### src/sv/dth_pkg.sv
// Shared types and constants for the deadline timer heap.
package dth_pkg;

    localparam int DL_W = 48;
    localparam int ID_W = 32;
    localparam int TO_W = 32;

    typedef struct packed {
        logic [DL_W-1:0] dl;
        logic [ID_W-1:0] id;
    } t_entry;

    typedef enum logic [1:0] {
        CMD_ADD  = 2'd0,
        CMD_DEL  = 2'd1,
        CMD_TICK = 2'd2,
        CMD_NOP  = 2'd3
    } t_cmd;

    typedef enum logic [2:0] {
        KIND_ADDED    = 3'd0,
        KIND_DELETED  = 3'd1,
        KIND_NOTFOUND = 3'd2,
        KIND_FULL     = 3'd3,
        KIND_EXPIRED  = 3'd4
    } t_kind;

    typedef enum logic [4:0] {
        OP_NONE,
        OP_ADD_INIT,
        OP_SU_RD,
        OP_SU_SWAP,
        OP_WR_CUR,
        OP_SD_RDL,
        OP_SD_RDR,
        OP_SD_CAPL,
        OP_SD_SWAP,
        OP_DS_INIT,
        OP_DS_STEP,
        OP_DEL_FOUND,
        OP_RD_LAST,
        OP_CAP_CUR,
        OP_TICK,
        OP_RD_ROOT,
        OP_TK_CAP,
        OP_TK_NODUE,
        OP_POP,
        OP_EMIT
    } t_op;

    typedef enum logic [4:0] {
        ST_IDLE,
        ST_DISPATCH,
        ST_SU_CHK,
        ST_SU_CMP,
        ST_SD_CHK,
        ST_SD_L,
        ST_SD_CMP,
        ST_DS_SCAN,
        ST_RM_CHK,
        ST_RM_CAP,
        ST_RM_PRD,
        ST_RM_PAR,
        ST_TK_RD,
        ST_TK_CHK,
        ST_TK_DEC,
        ST_TK_EMIT,
        ST_TK_POP,
        ST_EMIT_DONE
    } t_state;

    typedef struct packed {
        t_op   op;
        t_kind kind;
        logic  last;
        logic  in_rdy;
    } t_ctl;

    typedef struct packed {
        t_cmd cmd;
        logic full;
        logic pos_zero;
        logic left_ge;
        logic right_lt;
        logic sd_swap;
        logic su_swap;
        logic par_gt;
        logic ds_match;
        logic ds_end;
        logic pos_at_count;
        logic count_zero;
        logic due_r;
        logic have;
        logic out_free;
    } t_sts;

endpackage

### src/sv/dth_ctrl.sv
// Controller state machine: sequences search, sift and pop steps on the datapath.
module dth_ctrl (
    input  logic          i_clk,
    input  logic          i_rst_n,
    input  logic          i_in_valid,
    input  dth_pkg::t_sts i_sts,
    output dth_pkg::t_ctl o_ctl
);
    import dth_pkg::*;

    t_state r_state, n_state;
    t_kind  r_kind,  n_kind;
    t_state w_done;

    // where a finished sift returns to
    assign w_done = (i_sts.cmd == CMD_TICK) ? ST_TK_RD : ST_EMIT_DONE;

    always_comb begin
        n_state = r_state;
        n_kind  = r_kind;
        case (r_state)
            ST_IDLE: if (i_in_valid) n_state = ST_DISPATCH;
            ST_DISPATCH: begin
                case (i_sts.cmd)
                    CMD_ADD: begin
                        if (i_sts.full) begin
                            n_kind  = KIND_FULL;
                            n_state = ST_EMIT_DONE;
                        end else begin
                            n_kind  = KIND_ADDED;
                            n_state = ST_SU_CHK;
                        end
                    end
                    CMD_DEL:  n_state = ST_DS_SCAN;
                    CMD_TICK: n_state = ST_TK_RD;
                    default:  n_state = ST_IDLE;
                endcase
            end
            ST_SU_CHK: n_state = i_sts.pos_zero ? w_done : ST_SU_CMP;
            ST_SU_CMP: n_state = i_sts.su_swap ? ST_SU_CHK : w_done;
            ST_SD_CHK: n_state = i_sts.left_ge ? w_done : ST_SD_L;
            ST_SD_L:   n_state = ST_SD_CMP;
            ST_SD_CMP: n_state = i_sts.sd_swap ? ST_SD_CHK : w_done;
            ST_DS_SCAN: begin
                if (i_sts.ds_match) begin
                    n_kind  = KIND_DELETED;
                    n_state = ST_RM_CHK;
                end else if (i_sts.ds_end) begin
                    n_kind  = KIND_NOTFOUND;
                    n_state = ST_EMIT_DONE;
                end
            end
            ST_RM_CHK: n_state = i_sts.pos_at_count ? w_done : ST_RM_CAP;
            ST_RM_CAP: n_state = ST_RM_PRD;
            ST_RM_PRD: n_state = i_sts.pos_zero ? ST_SD_CHK : ST_RM_PAR;
            ST_RM_PAR: n_state = i_sts.par_gt ? ST_SD_CHK : ST_SU_CMP;
            ST_TK_RD:  n_state = i_sts.count_zero ? ST_TK_DEC : ST_TK_CHK;
            ST_TK_CHK: n_state = ST_TK_DEC;
            ST_TK_DEC: begin
                if (i_sts.have) begin
                    n_state = ST_TK_EMIT;
                end else begin
                    n_state = i_sts.due_r ? ST_TK_POP : ST_IDLE;
                end
            end
            ST_TK_EMIT: begin
                if (i_sts.out_free) n_state = i_sts.due_r ? ST_TK_POP : ST_IDLE;
            end
            ST_TK_POP: n_state = ST_RM_CHK;
            ST_EMIT_DONE: if (i_sts.out_free) n_state = ST_IDLE;
            default: n_state = ST_IDLE;
        endcase
    end

    always_comb begin
        o_ctl.op     = OP_NONE;
        o_ctl.kind   = r_kind;
        o_ctl.last   = 1'b1;
        o_ctl.in_rdy = 1'b0;
        case (r_state)
            ST_IDLE: o_ctl.in_rdy = 1'b1;
            ST_DISPATCH: begin
                case (i_sts.cmd)
                    CMD_ADD:  if (!i_sts.full) o_ctl.op = OP_ADD_INIT;
                    CMD_DEL:  o_ctl.op = OP_DS_INIT;
                    CMD_TICK: o_ctl.op = OP_TICK;
                    default:  o_ctl.op = OP_NONE;
                endcase
            end
            ST_SU_CHK: o_ctl.op = i_sts.pos_zero ? OP_WR_CUR : OP_SU_RD;
            ST_SU_CMP: o_ctl.op = i_sts.su_swap ? OP_SU_SWAP : OP_WR_CUR;
            ST_SD_CHK: o_ctl.op = i_sts.left_ge ? OP_WR_CUR : OP_SD_RDL;
            ST_SD_L:   o_ctl.op = i_sts.right_lt ? OP_SD_RDR : OP_SD_CAPL;
            ST_SD_CMP: o_ctl.op = i_sts.sd_swap ? OP_SD_SWAP : OP_WR_CUR;
            ST_DS_SCAN: begin
                if (i_sts.ds_match) begin
                    o_ctl.op = OP_DEL_FOUND;
                end else if (!i_sts.ds_end) begin
                    o_ctl.op = OP_DS_STEP;
                end
            end
            ST_RM_CHK: if (!i_sts.pos_at_count) o_ctl.op = OP_RD_LAST;
            ST_RM_CAP: o_ctl.op = OP_CAP_CUR;
            ST_RM_PRD: if (!i_sts.pos_zero) o_ctl.op = OP_SU_RD;
            ST_TK_RD:  o_ctl.op = i_sts.count_zero ? OP_TK_NODUE : OP_RD_ROOT;
            ST_TK_CHK: o_ctl.op = OP_TK_CAP;
            ST_TK_EMIT: begin
                o_ctl.kind = KIND_EXPIRED;
                o_ctl.last = !i_sts.due_r;
                if (i_sts.out_free) o_ctl.op = OP_EMIT;
            end
            ST_TK_POP: o_ctl.op = OP_POP;
            ST_EMIT_DONE: if (i_sts.out_free) o_ctl.op = OP_EMIT;
            default: o_ctl.op = OP_NONE;
        endcase
    end

    always_ff @(posedge i_clk) begin
        if (!i_rst_n) begin
            r_state <= ST_IDLE;
            r_kind  <= KIND_ADDED;
        end else begin
            r_state <= n_state;
            r_kind  <= n_kind;
        end
    end
endmodule

### config.mk
export PLATFORM = sky130hd
export DESIGN_NAME = dth_ctrl
export DESIGN_NICKNAME = d
export VERILOG_FILES = /design/src/sv/dth_pkg.sv /design/src/sv/dth_ctrl.sv
export SDC_FILE = /design/constraint.sdc
export NUM_CORES = 1
export LEC_CHECK = 0
export BUFFER_PORTS_ARGS = -buffer_cell sky130_fd_sc_hd__buf_2
export CORE_MARGIN = 1.5
export CORE_UTILIZATION = 53
export CTS_CLUSTER_SIZE = 20
export DETAILED_ROUTE_END_ITERATION = 16
export GPL_TIMING_DRIVEN = 0
export PLACE_DENSITY_LB_ADDON = 0.3
export SYNTH_ARGS = -nofsm -noshare
export SYNTH_HDL_FRONTEND = slang
export SYNTH_SLANG_ARGS = --single-unit
### constraint.sdc
create_clock -name i_clk -period 2 [get_ports i_clk]
set_input_delay 0.2 -clock i_clk [delete_from_list [all_inputs] [get_ports i_clk]]
set_output_delay 0.2 -clock i_clk [all_outputs]
set_load 0.01 [all_outputs]
==> results.cfg <==
[critical_path]
crit_fanout = 10
crit_type = reg2out
required_ns = 1.80
start_kind = register
critPathCaptureType = output port
critPathArrivalTime_ns = 1.75

[routing]
vias_per_cell = 6.44
drt-pass1-iter-count = 5
maxUsedRoutingLayer = met4
wl_met1_mm = 1.60
met2_length_mm = 1.88
ant_nets = 0
vias = 1508
dr.first_iter.drc_count = 98
wl_met3_um = 385
drc_errors = 0
post_drt_wl_per_cell_um = 17.0
routed_wl_mm = 3.98

[cells_and_area]
nets = 231
fillers = 181
seq_area_um2 = 145
multi_input_area_um2 = 956
drive_above_1_share_pct = 28.5
area_delta_synth_final_pct = 24.2
diodes = 0

[synth]
synth_warnings = 0
syn_area_per_cell_um2 = 6.71
synthTopCellsByCount = nand2_1 (21), nor2_1 (14), inv_1 (10), o21ai_0 (10)
synth-seq-area-share_pct = 12.1
synth_top_area_cell = dfxtp_1
ys_async_sr_fraction_pct = 0
yosysUniqueCellTypes = 52
synthTopCellsByArea = dfxtp_1 (12%), nand2_1 (6.8%), nor2_1 (4.5%)
synth.most_common_cell = nand2_1
synth_ff_type = dfxtp_1
ys_ff_latch = 7
synthCells = 173
synth-edff-count = 0
synth_nets = 196
synth_top_area_share_pct = 12.1
netlist_area_mm2 = 0.00116

[timing]
setup_slack_ns = 0.0527
hold_viol_final = 0
maxSlewHeadroom_pct = 74.4
slew_violations = 0
min_period_ns = 1.95
setup_viol = 0
clock_skew_ns = 0.00399
period_share_pct = 97.4
final.setup.tns_ns = 0
worst_slew_pin_slew_ns = 0.380
max_freq_ghz = 0.514

[global_routing]
grt_usage_pct = 31.4
grt_pass1_wl_mm = 6.04
antenna_found_initial = 0
grt_pass1_vias = 1350
grt-ovfl-total = 0
grt_max_degree = 11

[cts]
clk_pin_slew_ns = 0.05
cts_tree = built
cts_buffers = 3
holdBufCountCts = 0
h-tree-depth = 1
clockRootBuffer = clkbuf_4
cts_buffer_depth = 2
worstSkewPairLatency_ns = 0.25
cts_sinks = 7

[placement]
port_buffers = 27
hpwlAfterDp_mm = 2.92
gp_congestion = 0.974
post-place-ws_ns = 0.154

[floorplan]
rows = 16
initial_utilization_pct = 57.4
dieArea_mm2 = 0.00248
ios = 29
coreArea_mm2 = 0.00202
die_y_um = 49.8
die_w_um = 49.8

[power]
irDropWorstVdd_v = 0.000949
power_density_mw_per_mm2 = 986
finalPower_uw = 1420
power_leakage_uw = 0.000649

[run]
drv_cap = 0

[min_path]
min_path_type = in2reg

[status]
status = complete, no violations
==> power breakdown <==
| part | internal (uW) | leakage (uW) | total (uW) | switching, uW |
|---|---|---|---|---|
| logic | 464 | 0.000576 | 1090 | 621 |
| clock network | 75.8 | 0.0000150 | 123 | 46.8 |
| registers | 178 | 0.0000581 | 215 | 36.5 |
| total | 718 | 0.000649 | 1420 | 704 |
==> sequential cells by signal, indices dropped and copies added (netlist names) <==
signal	cells
r_state	5
r_kind	2
==> final timing paths <==
check / startpoint / to / slack (ns) / cells past startpoint
hold reg to reg: r_kind[0] / r_kind[0] / 0.50 / 1
setup / recovery: r_state[1] / o_ctl[5] / 0.05 / 7
setup reg to reg: r_state[3] / r_state[1] / 0.24 / 5
hold / removal: i_rst_n / r_kind[0] / 0.35 / 2
==> worst max-delay path, cell delays in order, from the launching register on <==
cell and delay (ns):
dfxtp_1 0.41, buf_6 0.17, buf_4 0.17, nand2_1 0.06, nor3_1 0.24, o21ai_0 0.19
nand4_1 0.14, buf_2 0.13
==> metal layers <==
layer,up-vias,track usage (%)
li1,716,-
met5,-,0
met2,108,51.8
met1,666,41.4
met4,0,16.7
met3,18,0.909
==> cell families after synthesis <==
| family | Yosys count | synth area share (%) |
|---|---|---|
| XOR/XNOR | 1 | 0.754 |
| buffers and inverters | 21 | 8.30 |
| multiplexers | 1 | 0.862 |
| AND/OR/NAND/NOR | 85 | 39.0 |
| AO/OA/AOI/OAI | 54 | 34.7 |
| flip-flops | 7 | 12.1 |
| adder cells (fa/ha/maj) | 4 | 4.31 |
==> stage by stage <==
step | cell area, um^2 | cells | util [%] | hold WS (ns)
after floorplan | 1160 | 173 | - | 0.441
after global placement | 1330 | 227 | 65.8 | 0.479
after detailed placement | 1330 | 227 | 65.8 | 0.490
after CTS | 1370 | 231 | 67.8 | 0.324
after global routing | 1440 | 234 | 71.3 | 0.353
final | 1440 | 234 | 71.3 | 0.353
==> cell usage in the layout, fill, tap and decap left out, types with 6 or more instances in the layout <==
cell     synthesis  routed
a21oi_1          6       6
o21ai_0         10       9
nand2_1         21      21
inv_1           10      10
buf_2            8      30
nand3_1          8       8
nor2_1          14      13
==> final cells by class <==
class,count,share of cell area (%)
inverter,10,2.60
buffer,11,5.98
tap,27,2.34
multi-input combinational,145,66.3
sequential,7,10.1
timing repair buffer,30,10.9
clock buffer,4,1.82
==> repair_timing <==
item	in CTS	in global routing
endpoints found under the setup margin	4	4
gates cloned	0	0
resized for setup	4	23
pin swaps	0	3
setup buffers	0	3
Power figures use the tool's default switching activity.
